===== src/rtl/cbad_ram.sv =====
// ----------------------------------------------------------------------------
// cbad_ram
// Generic synchronous RAM: one write port and two read ports, read data
// registered and held while the read enable is low.
// ----------------------------------------------------------------------------
module cbad_ram #(
    parameter int WIDTH = 8,
    parameter int DEPTH = 256
) (
    input  logic                     clk,
    input  logic                     we,
    input  logic [$clog2(DEPTH)-1:0] waddr,
    input  logic [WIDTH-1:0]         wdata,
    input  logic                     re,
    input  logic [$clog2(DEPTH)-1:0] raddr_a,
    input  logic [$clog2(DEPTH)-1:0] raddr_b,
    output logic [WIDTH-1:0]         rdata_a,
    output logic [WIDTH-1:0]         rdata_b
);

    logic [WIDTH-1:0] mem [DEPTH];

    always_ff @(posedge clk)
    begin
        if (we)
        begin
            mem[waddr] <= wdata;
        end
        if (re)
        begin
            rdata_a <= mem[raddr_a];
            rdata_b <= mem[raddr_b];
        end
    end

endmodule


===== config.mk =====
export PLATFORM = sky130hd
export DESIGN_NAME = cbad_ram
export DESIGN_NICKNAME = d
export VERILOG_FILES = /design/src/rtl/cbad_ram.sv
export SDC_FILE = /design/constraint.sdc
export NUM_CORES = 2
export LEC_CHECK = 0
export BUFFER_PORTS_ARGS = -buffer_cell sky130_fd_sc_hd__buf_4
export CAP_MARGIN = 20
export CORE_UTILIZATION = 55
export CTS_BUF_LIST = sky130_fd_sc_hd__clkbuf_4 sky130_fd_sc_hd__clkbuf_8 sky130_fd_sc_hd__clkbuf_16
export DETAILED_ROUTE_END_ITERATION = 10
export MAX_ROUTING_LAYER = met4
export PLACE_DENSITY = 0.71
export SYNTH_ARGS = -nofsm -noshare
export SYNTH_HDL_FRONTEND = slang
export SYNTH_SLANG_ARGS = --single-unit

===== constraint.sdc =====
create_clock -name clk -period 2.7 [get_ports clk]
set_input_delay 0.135 -clock clk [delete_from_list [all_inputs] [get_ports clk]]
set_output_delay 0.135 -clock clk [all_outputs]
set_load 0.005 [all_outputs]

==> results.toml <==
[global_route]
grt_pass1_wl_um = 435300
grt_pass1_vias = 57760
grt_max_degree = 128
overflow = 0
grtUsageTotal_pct = 35.82
antenna_found_initial = 19

[floorplanning]
start_util_pct = 55.64
die_w_um = 422.2
coreArea_mm2 = 0.1746
fp-row-count = 153
dieArea_mm2 = 0.1783
die_y_um = 422.2
io_pins = 51

[timing]
final.setup.worst_slack_ns = 0.04415
finalHoldViolations = 0
skew_ns = 0.03153
rsz0062_at_grt = "false"
fin_crit_sh_pct = 98.36
slew_headroom_pct = 31.42
max_slew.worst_pin.slew_ns = 1.029
period_needed_ns = 2.656
maxSlewViolCount = 0
setup_viol = 0
holdWs_ns = 0.02852
fmax_mhz = 376.5

[synthesis]
seq_area_frac_synth_pct = 63.81
ys_warn_count = 0
netlist-cell-type-count = 64
async_flop_share_pct = 0
syn_avg_cell_area_um2 = 20.04
synth_edf_count = 2064
ys.flop_type = "edfxtp_1"
syn_nets = 4882
synth_area_mm2 = 0.09713
synthCells = 4847
synth-seq-cells = 2064

[worst_setup_path]
worstPathRequired_ns = 3.28
worst-path-buf-inv = 2
startpoint_type = "flip-flop"
cpPeakStageDelay_ns = 0.62
crit_family = "multiplexers"
cp_cell_sequence = "mux4_2 -> mux4_2 -> a22oi_2 -> buf_4 -> nand3_1 -> buf_4 -> o31ai_1 -> a211oi_1"
critPathMaxFanout = 2
path_class = "reg2reg"
arrival_ns = 3.24
critPathSlowestCell = "mux4_2"
end_kind = "flip-flop"

[cts]
root_buffer = "clkbuf_16"
cts_buffers = 207
h-tree-depth = 4
cts_tree = "done"
cts_buffer_depth = 3
path_clk_slew_ns = 0.06
clk_latency_ns = 0.87
cts_sinks = 2064

[pwr]
pwr-share-seq_pct = 49.9
leakage_nw = 37.22
clkPwrFrac_pct = 40.5
internal-power_mw = 54.55
cellPowerDensity_mw_per_mm2 = 627.9
p_sw_mw = 16.50
comb_power_share_pct = 9.6
peakVddDrop_v = 0.0006966
switching_share_pct = 23.22

[detailed_routing]
vias = 59030
drt-wirelength-per-cell_um = 37.75
drt-total-wl_um = 307500
viasPerCell = 7.248
firstDrtPassIters = 6
ant_nets = 0
remaining_drc_errors = 0
dr.first_iter.drc_count = 10470

[placement]
numPortBuffers = 50
place.gp.congestion = 0.9618
dpl-instance-area_mm2 = 0.1062
dpl.hpwl_um = 211100
dp_slack_ns = -0.7358

[outcome]
status = "finished clean"

[worst_hold_path]
hold_path_class = "in2reg"

[cells_and_area]
nNetsFinal = 5669
drive_above_1_share_pct = 41.46
postLayoutCellArea_mm2 = 0.1131
syn_to_final_growth_pct = 16.47

[job]
cap_viol_max_count = 0
-- cell usage after synthesis (38+ instances only) --
cell type	instances	area share (%)
o221ai_1	65	0.59
buf_4	42	0.32
nand2_1	114	0.44
mux2i_1	236	2.4
mux4_2	1051	24
a21oi_1	79	0.41
a22oi_1	62	0.48
mux2_2	38	0.44
buf_6	44	0.51
o22ai_1	48	0.31
edfxtp_1	2064	64
clkbuf_1	137	0.53
buf_2	104	0.54
nor2_1	298	1.2
nand3_1	52	0.27
-- worst paths after layout --
path / end / cells after the start / startpoint / slack [ns]
worst max-delay path: rdata_a[0]$_DFFE_PP_ / 8 / mem[47][0]$_DFFE_PP_ / 0.04
worst min-delay path: mem[36][6]$_DFFE_PP_ / 1 / wdata[6] / 0.03
worst max register to register: rdata_a[0]$_DFFE_PP_ / 8 / mem[47][0]$_DFFE_PP_ / 0.04
worst min register to register: rdata_b[5]$_DFFE_PP_ / 5 / mem[183][5]$_DFFE_PP_ / 1.16
-- power by group through the flow --
stage	clock network (mW)	logic (mW)	registers, mW
after floorplan	0	3.50	36.1
after global placement	0	6.53	36.1
after detailed placement	0	6.59	36.1
after CTS	28.9	6.64	35.5
after global routing	30.1	6.94	35.4
final	28.8	6.79	35.5
-- metal layers --
layer | GRT usage [%] | up-vias | share of wire [%] | wire (um)
met3 | 8.852 | 853 | 14 | 42060
met2 | 51.81 | 4619 | 45 | 139800
li1 | - | 22670 | - | -
met1 | 48.59 | 30890 | 35 | 108600
met4 | 16.16 | 0 | 5.5 | 17010
met5 | - | - | 0 | 0
-- kinds of logic (layout without fill, tap and decap cells) --
kind of cell	count (synthesis)	in the layout	share of synthesized area, %
flops	2064	2064	63.81
mux	1325	1325	27.24
simple gates	591	591	2.691
compound gates	466	466	3.533
buf+inv	401	1359	2.726
other cells	0	14	0
-- per-stage QoR --
step / power (mW) / util (%) / cells / TNS [ns]
after floorplan: 39.57 / - / 4847 / 0
after global placement: 42.65 / 60.80 / 7734 / -6.618
after detailed placement: 42.72 / 60.81 / 7736 / -6.315
after CTS: 71.00 / 64.76 / 8127 / -0.002508
after global routing: 72.46 / 64.80 / 8143 / 0
final: 71.04 / 64.80 / 8144 / 0
-- final cells by class --
type / count / area, um2
diodes: 14 / 35.03
clock buffers: 247 / 5585
clock inverters: 133 / 1157
fillers: 11680 / 61450
inverters: 6 / 26.28
multi-input cells: 2382 / 32560
flip-flops and latches: 2064 / 61980
well taps: 2325 / 2909
repair buffers: 973 / 8879
-- flip-flops by register name, summed over array words and instances, names as in the netlist --
register,count
mem,2048
rdata_b,8
rdata_a,8
-- cell usage in the layout (no fill, tap or decap), drive strengths merged, types with 38 or more instances in the layout --
cell / synthesis / routed
edfxtp: 2064 / 2064
mux4: 1051 / 1051
buf: 258 / 951
nor2: 299 / 299
clkbuf: 137 / 258
mux2i: 236 / 236
nand2: 114 / 114
clkinv: 4 / 104
a21oi: 79 / 79
o221ai: 67 / 67
a22oi: 62 / 62
nand3: 52 / 52
o22ai: 48 / 48
mux2: 38 / 38
-- what timing repair did --
| action | 4_1_cts | 5_1_grt |
|---|---|---|
| hold endpoints to repair | 407 | 0 |
| setup buffers | 0 | 1 |
| gates resized for setup | 5 | 6 |
| pin swaps | 0 | 1 |
| hold buffers | 11 | 0 |
| setup endpoints to repair | 4 | 3 |
Note: power is estimated with default switching activity, not from simulation.
