==> src/rtl/cbad_pkg.sv <==
// ----------------------------------------------------------------------------
// cbad_pkg
// Shared types and constants of the CPU bus address decoder: target codes,
// request kinds, memory map boundaries and the control word that travels
// from the decoder to the pipeline.
// ----------------------------------------------------------------------------
package cbad_pkg;

    // Default size of the internal work RAM in bytes.
    localparam int RAM_BYTES_DEF = 2048;

    // Local store sizes, fixed by the memory map.
    localparam int PIC_REGS = 8;
    localparam int IO_BYTES = 32;

    // Request kinds carried on the input beat.
    localparam logic [1:0] REQ_READ  = 2'd0;
    localparam logic [1:0] REQ_WRITE = 2'd1;
    localparam logic [1:0] REQ_WORD  = 2'd2;

    // Memory map boundaries and special addresses.
    localparam logic [15:0] PIC_BASE     = 16'h2000;
    localparam logic [15:0] IO_BASE      = 16'h4000;
    localparam logic [15:0] IO_READ_LAST = 16'h4019;
    localparam logic [15:0] CART_BASE    = 16'h4020;
    localparam logic [15:0] DMA_ADDR     = 16'h4014;
    localparam logic [15:0] PAD1_ADDR    = 16'h4016;
    localparam logic [15:0] PAD2_ADDR    = 16'h4017;
    localparam logic [15:0] ZP_LAST      = 16'h00FF;

    // Picture registers that are served by the device on a byte read.
    localparam logic [2:0] PIC_STATUS   = 3'd2;
    localparam logic [2:0] PIC_OAM_DATA = 3'd4;
    localparam logic [2:0] PIC_DATA     = 3'd7;

    // Controller port numbers.
    localparam logic [2:0] PORT_ONE = 3'd1;
    localparam logic [2:0] PORT_TWO = 3'd2;

    typedef enum logic [2:0] {
        TGT_RAM     = 3'd0,
        TGT_LOCAL   = 3'd1,
        TGT_PICTURE = 3'd2,
        TGT_CTRL    = 3'd3,
        TGT_DMA     = 3'd4,
        TGT_CART    = 3'd5
    } cbad_target_t;

    typedef struct packed {
        cbad_target_t target;
        logic [2:0]   reg_index;
        logic [15:0]  mapped_address;
        logic         device_write;
        logic         mem_write;
        logic         rd_lo;
        logic         rd_hi;
    } cbad_ctrl_t;

endpackage

==> src/rtl/cbad_decode.sv <==
// ----------------------------------------------------------------------------
// cbad_decode
// Address mirroring and target selection for one bus access. Produces the
// control word of the access and the memory indexes of its low and high
// byte in the unified store (work RAM, then picture shadows, then I/O bytes).
// ----------------------------------------------------------------------------
module cbad_decode #(
    parameter int RAM_BYTES = cbad_pkg::RAM_BYTES_DEF
) (
    input  logic [1:0]                   req_type,
    input  logic [15:0]                  bus_address,
    input  logic                         zero_page_wrap,
    output cbad_pkg::cbad_ctrl_t         ctrl,
    output logic [$clog2(RAM_BYTES + cbad_pkg::PIC_REGS + cbad_pkg::IO_BYTES)-1:0] lo_idx,
    output logic [$clog2(RAM_BYTES + cbad_pkg::PIC_REGS + cbad_pkg::IO_BYTES)-1:0] hi_idx
);

    localparam int DEPTH = RAM_BYTES + cbad_pkg::PIC_REGS + cbad_pkg::IO_BYTES;
    localparam int IW    = $clog2(DEPTH);
    // Quotient bits needed to fold any address below 0x2000 into the RAM.
    localparam int QB    = $clog2((8192 + RAM_BYTES - 1) / RAM_BYTES);

    // Restoring reduction by the constant RAM size, one quotient bit a step.
    function automatic logic [13:0] ram_mod(input logic [12:0] a);
        logic [13:0] r;
        r = {1'b0, a};
        for (int i = QB - 1; i >= 0; i--)
        begin
            if (r >= 14'(RAM_BYTES << i))
            begin
                r = r - 14'(RAM_BYTES << i);
            end
        end
        return r;
    endfunction

    logic          is_write;
    logic          is_word;
    logic          is_ram;
    logic          is_pic;
    logic [13:0]   ram_off;
    logic [2:0]    n;
    logic [15:0]   mapped;
    logic [IW-1:0] ram_idx;
    logic [IW-1:0] pic_idx;
    logic [IW-1:0] io_idx;
    logic [IW-1:0] ram_hi;
    logic          ram_hi_ok;
    logic          wrap;

    always_comb
    begin
        is_write = (req_type == cbad_pkg::REQ_WRITE);
        is_word  = (req_type == cbad_pkg::REQ_WORD);
        is_ram   = (bus_address < cbad_pkg::PIC_BASE);
        is_pic   = !is_ram && (bus_address < cbad_pkg::IO_BASE);
        ram_off  = ram_mod(bus_address[12:0]);
        n        = bus_address[2:0];

        if (is_ram)
        begin
            mapped = {2'b00, ram_off};
        end
        else if (is_pic)
        begin
            mapped = cbad_pkg::PIC_BASE | {13'd0, n};
        end
        else
        begin
            mapped = bus_address;
        end

        ram_idx = ram_off[IW-1:0];
        pic_idx = IW'(RAM_BYTES) + IW'(n);
        io_idx  = IW'(RAM_BYTES + cbad_pkg::PIC_REGS) + IW'(bus_address[4:0]);

        // The wrapped high byte of a zero-page word read comes from byte 0.
        wrap      = zero_page_wrap && (mapped == cbad_pkg::ZP_LAST);
        ram_hi    = wrap ? '0 : ram_idx + IW'(1);
        ram_hi_ok = wrap || (ram_off != 14'(RAM_BYTES - 1));

        ctrl.target         = cbad_pkg::TGT_RAM;
        ctrl.reg_index      = 3'd0;
        ctrl.mapped_address = mapped;
        ctrl.device_write   = 1'b0;
        ctrl.mem_write      = 1'b0;
        ctrl.rd_lo          = 1'b0;
        ctrl.rd_hi          = 1'b0;
        lo_idx              = ram_idx;
        hi_idx              = ram_hi;

        if (is_write)
        begin
            if (is_ram)
            begin
                ctrl.mem_write = 1'b1;
            end
            else if (is_pic)
            begin
                ctrl.reg_index = n;
                if (n == cbad_pkg::PIC_STATUS)
                begin
                    ctrl.target    = cbad_pkg::TGT_LOCAL;
                    ctrl.mem_write = 1'b1;
                    lo_idx         = pic_idx;
                end
                else
                begin
                    ctrl.target       = cbad_pkg::TGT_PICTURE;
                    ctrl.device_write = 1'b1;
                end
            end
            else if (mapped == cbad_pkg::DMA_ADDR)
            begin
                ctrl.target       = cbad_pkg::TGT_DMA;
                ctrl.device_write = 1'b1;
            end
            else if (mapped == cbad_pkg::PAD1_ADDR)
            begin
                ctrl.target       = cbad_pkg::TGT_CTRL;
                ctrl.reg_index    = cbad_pkg::PORT_ONE;
                ctrl.device_write = 1'b1;
            end
            else if (mapped >= cbad_pkg::CART_BASE)
            begin
                ctrl.target       = cbad_pkg::TGT_CART;
                ctrl.device_write = 1'b1;
            end
            else
            begin
                ctrl.target    = cbad_pkg::TGT_LOCAL;
                ctrl.mem_write = 1'b1;
                lo_idx         = io_idx;
            end
        end
        else if (mapped > cbad_pkg::IO_READ_LAST)
        begin
            ctrl.target = cbad_pkg::TGT_CART;
        end
        else if (is_word)
        begin
            ctrl.rd_lo = 1'b1;
            if (is_ram)
            begin
                ctrl.rd_hi = ram_hi_ok;
            end
            else if (is_pic)
            begin
                ctrl.target    = cbad_pkg::TGT_LOCAL;
                ctrl.reg_index = n;
                ctrl.rd_hi     = (n != cbad_pkg::PIC_DATA);
                lo_idx         = pic_idx;
                hi_idx         = pic_idx + IW'(1);
            end
            else
            begin
                ctrl.target = cbad_pkg::TGT_LOCAL;
                ctrl.rd_hi  = 1'b1;
                lo_idx      = io_idx;
                hi_idx      = io_idx + IW'(1);
            end
        end
        else
        begin
            if (is_ram)
            begin
                ctrl.rd_lo = 1'b1;
            end
            else if (is_pic)
            begin
                ctrl.reg_index = n;
                if (n inside {cbad_pkg::PIC_STATUS, cbad_pkg::PIC_OAM_DATA,
                              cbad_pkg::PIC_DATA})
                begin
                    ctrl.target = cbad_pkg::TGT_PICTURE;
                end
                else
                begin
                    ctrl.target = cbad_pkg::TGT_LOCAL;
                    ctrl.rd_lo  = 1'b1;
                    lo_idx      = pic_idx;
                end
            end
            else if (mapped == cbad_pkg::PAD1_ADDR)
            begin
                ctrl.target    = cbad_pkg::TGT_CTRL;
                ctrl.reg_index = cbad_pkg::PORT_ONE;
            end
            else if (mapped == cbad_pkg::PAD2_ADDR)
            begin
                ctrl.target    = cbad_pkg::TGT_CTRL;
                ctrl.reg_index = cbad_pkg::PORT_TWO;
            end
            else
            begin
                ctrl.target = cbad_pkg::TGT_LOCAL;
                ctrl.rd_lo  = 1'b1;
                lo_idx      = io_idx;
            end
        end
    end

endmodule

==> config.mk <==
export PLATFORM = sky130hd
export DESIGN_NAME = cbad_decode
export DESIGN_NICKNAME = d
export VERILOG_FILES = /design/src/rtl/cbad_pkg.sv /design/src/rtl/cbad_decode.sv
export SDC_FILE = /design/constraint.sdc
export NUM_CORES = 1
export LEC_CHECK = 0
export BUFFER_PORTS_ARGS = -buffer_cell sky130_fd_sc_hd__buf_2
export CELL_PAD_IN_SITES_DETAIL_PLACEMENT = 1
export CELL_PAD_IN_SITES_GLOBAL_PLACEMENT = 1
export CORE_ASPECT_RATIO = 1.4
export CORE_MARGIN = 2
export CORE_UTILIZATION = 36
export DETAILED_ROUTE_END_ITERATION = 8
export GPL_TIMING_DRIVEN = 0
export PLACE_DENSITY = 0.9
export SYNTH_ARGS = -nofsm -noshare
export SYNTH_HDL_FRONTEND = slang
export SYNTH_SLANG_ARGS = --single-unit
==> constraint.sdc <==
create_clock -name vclk -period 5.15
set_input_delay 0.2575 -clock vclk [all_inputs]
set_output_delay 0.2575 -clock vclk [all_outputs]
set_load 0.005 [all_outputs]
==> results.sh <==
export IMPL_yosys_warnings=0
export IMPL_synth_area_leader_cell="ha_1"
export IMPL_grt_max_degree=11
export IMPL_comb_power_share=1.000
export IMPL_rsz0062_at_grt="no"
export IMPL_finalHoldViolCount=0
export IMPL_via_count=1905
export IMPL_drtIter0Drc=47
export IMPL_hold_worst_slack_ns=0.796
export IMPL_avgSynthCellArea_sq_um=6.81
export IMPL_period_minus_slack_ns=2.90
export IMPL_min_to="ctrl[16]"
export IMPL_place_gp_congestion=0.930
export IMPL_hold_path_startpoint="bus_address[12]"
export IMPL_syn_area_sq_mm=0.00144
export IMPL_path_class="in2out"
export IMPL_setup_viol=0
export IMPL_crit_path_start_kind="input port"
export IMPL_area_sequential_sq_um=0
export IMPL_syn_inst=212
export IMPL_fin_crit_sh=0.564
export IMPL_critPathCaptureType="output port"
export IMPL_max_freq_mhz=344
export IMPL_synth_cell_types=56
export IMPL_final_net_count=313
export IMPL_port_buffers=68
export IMPL_maxCapViolCount=0
export IMPL_remaining_drc_errors=0
export IMPL_wl_per_cell_um=16.8
export IMPL_slew_headroom=0.560
export IMPL_power_density_mw_per_mm2=73.2
export IMPL_cp_max_fo=10
export IMPL_core_sq_mm=0.00388
export IMPL_die_w_um=57.5
export IMPL_num_rows=27
export IMPL_nClkBuffers=0
export IMPL_hold_buffers=0
export IMPL_mostFrequentLayoutCells="buf_2 (68), nor2_1 (25), nand2_1 (17)"
export IMPL_grt_use_total=0.246
export IMPL_multiInputGateArea_sq_mm=0.00127
export IMPL_power_w=0.000135
export IMPL_grt_ovfl_total=0
export IMPL_tightestPinTransition_ns=0.652
export IMPL_seqPwrFrac=0
export IMPL_min_path_cells=4
export IMPL_areaGrowthSynthToFinish_pct=27.6
export IMPL_first_global_vias=1860
export IMPL_dp_slack_ns=2.30
export IMPL_initial_utilization=0.372
export IMPL_antenna_found_initial=0
export IMPL_antenna_left=0
export IMPL_synth_area_leaders="ha_1 (9.5%), nor2_1 (6.5%), xnor2_1 (5.5%)"
export IMPL_clkPwrFrac=0
export IMPL_dieArea_sq_mm=0.00454
export IMPL_vdd_drop_max_mv=0.0311
export IMPL_critical_path_arrival_ns=2.65
export IMPL_nFlopsAndLatches=0
export IMPL_io_pin_count=69
export IMPL_hpwl_um=4480
export IMPL_post_cts_resized=0
export IMPL_wl_um=5450
export IMPL_die_y_um=78.9
export IMPL_cp_data_required_time_ns=4.89
export IMPL_grt_pass1_wl_um=9200
export IMPL_via_per_inst=5.88
export IMPL_sw_frac_of_total=0.550
export IMPL_finalWorstSetupSlack_ns=2.25
export IMPL_postCtsSetupBuffers=0
export IMPL_p_int_w=0.0000607
export IMPL_leakagePower_nw=0.817
export IMPL_layout_commonest_cell="buf_2"
export IMPL_p_switching_w=0.0000741
export IMPL_yosysTopAreaCellShare=0.0953
export IMPL_ys_seq_area_frac=0
export IMPL_drv_slew=0
export IMPL_hp_class="in2out"
export IMPL_finalSetupTns_ns=0
export IMPL_antennaDiodeCount=0
export IMPL_status="finished clean"
export IMPL_drive_gt1_frac=0.335
export IMPL_n_fill_cell=563
export IMPL_dr_pass1_iters=4
[worst max-delay path by stage]
stage | from | to | slack (ns) | cells after the start
detailed placement | bus_address[3] | lo_idx[4] | 2.30 | 11
finish | bus_address[3] | ctrl[0] | 2.25 | 10
global placement | bus_address[3] | ctrl[0] | 2.36 | 10
CTS | bus_address[3] | ctrl[0] | 2.29 | 10
floorplan | bus_address[11] | lo_idx[10] | 2.74 | 9
global route | bus_address[3] | lo_idx[4] | 2.07 | 11
[cell type report]
class                      count  share of cell area
inverter                       7              0.0143
tap                           43              0.0292
buffer                        20              0.0829
multi-input combinational    186               0.689
timing repair buffer          68               0.185
[worst max-delay path, cell delays in order]
cell	delay, ns
buf_2	0.12
clkbuf_8	0.16
inv_1	0.19
ha_1	0.20
nand3b_1	0.18
o41ai_1	0.69
o21ai_0	0.17
and4_1	0.27
a2111oi_2	0.22
buf_2	0.17
[layer usage]
| layer | part of all wire | GRT usage | vias up |
|---|---|---|---|
| met5 | 0 | 0 | - |
| met2 | 0.55 | 0.481 | 65 |
| met1 | 0.39 | 0.304 | 926 |
| met3 | 0.047 | 0.00326 | 6 |
| li1 | - | - | 908 |
| met4 | 0.0062 | 0.0186 | 0 |
[through the flow]
step / cells / util / cell area (sq um)
3_3_place_gp: 324 / 0.474 / 1840
3_5_place_dp: 324 / 0.474 / 1840
4_1_cts: 324 / 0.474 / 1840
5_1_grt: 324 / 0.474 / 1840
6_report: 324 / 0.474 / 1840
2_1_floorplan: 213 / - / 1450
[cell usage after synthesis (6+ instances only)]
master,n
xnor2_1,9
a21oi_1,8
nor2_1,25
nand2_1,17
nand3_1,9
o21ai_0,11
clkbuf_1,8
buf_4,6
and2_1,10
inv_1,7
ha_1,11
[cell families (layout without fill, tap and decap cells)]
family	count (synthesis)	count (layout)	share of synthesized area
AND/OR/NAND/NOR	106	106	0.414
AO/OA/AOI/OAI	55	55	0.291
buffers and inverters	27	95	0.124
XOR/XNOR	12	12	0.0728
adder cells (fa/ha/maj)	11	11	0.0953
other	1	2	0.00260
[power by group through the flow]
stage                     sequential (W)  combinational [W]  clock, W
after floorplan                        0          0.0000790         0
after global placement                 0           0.000131         0
after detailed placement               0           0.000135         0
after CTS                              0           0.000135         0
after global routing                   0           0.000150         0
final                                  0           0.000135         0
Note: power is estimated with default switching activity, not from simulation.
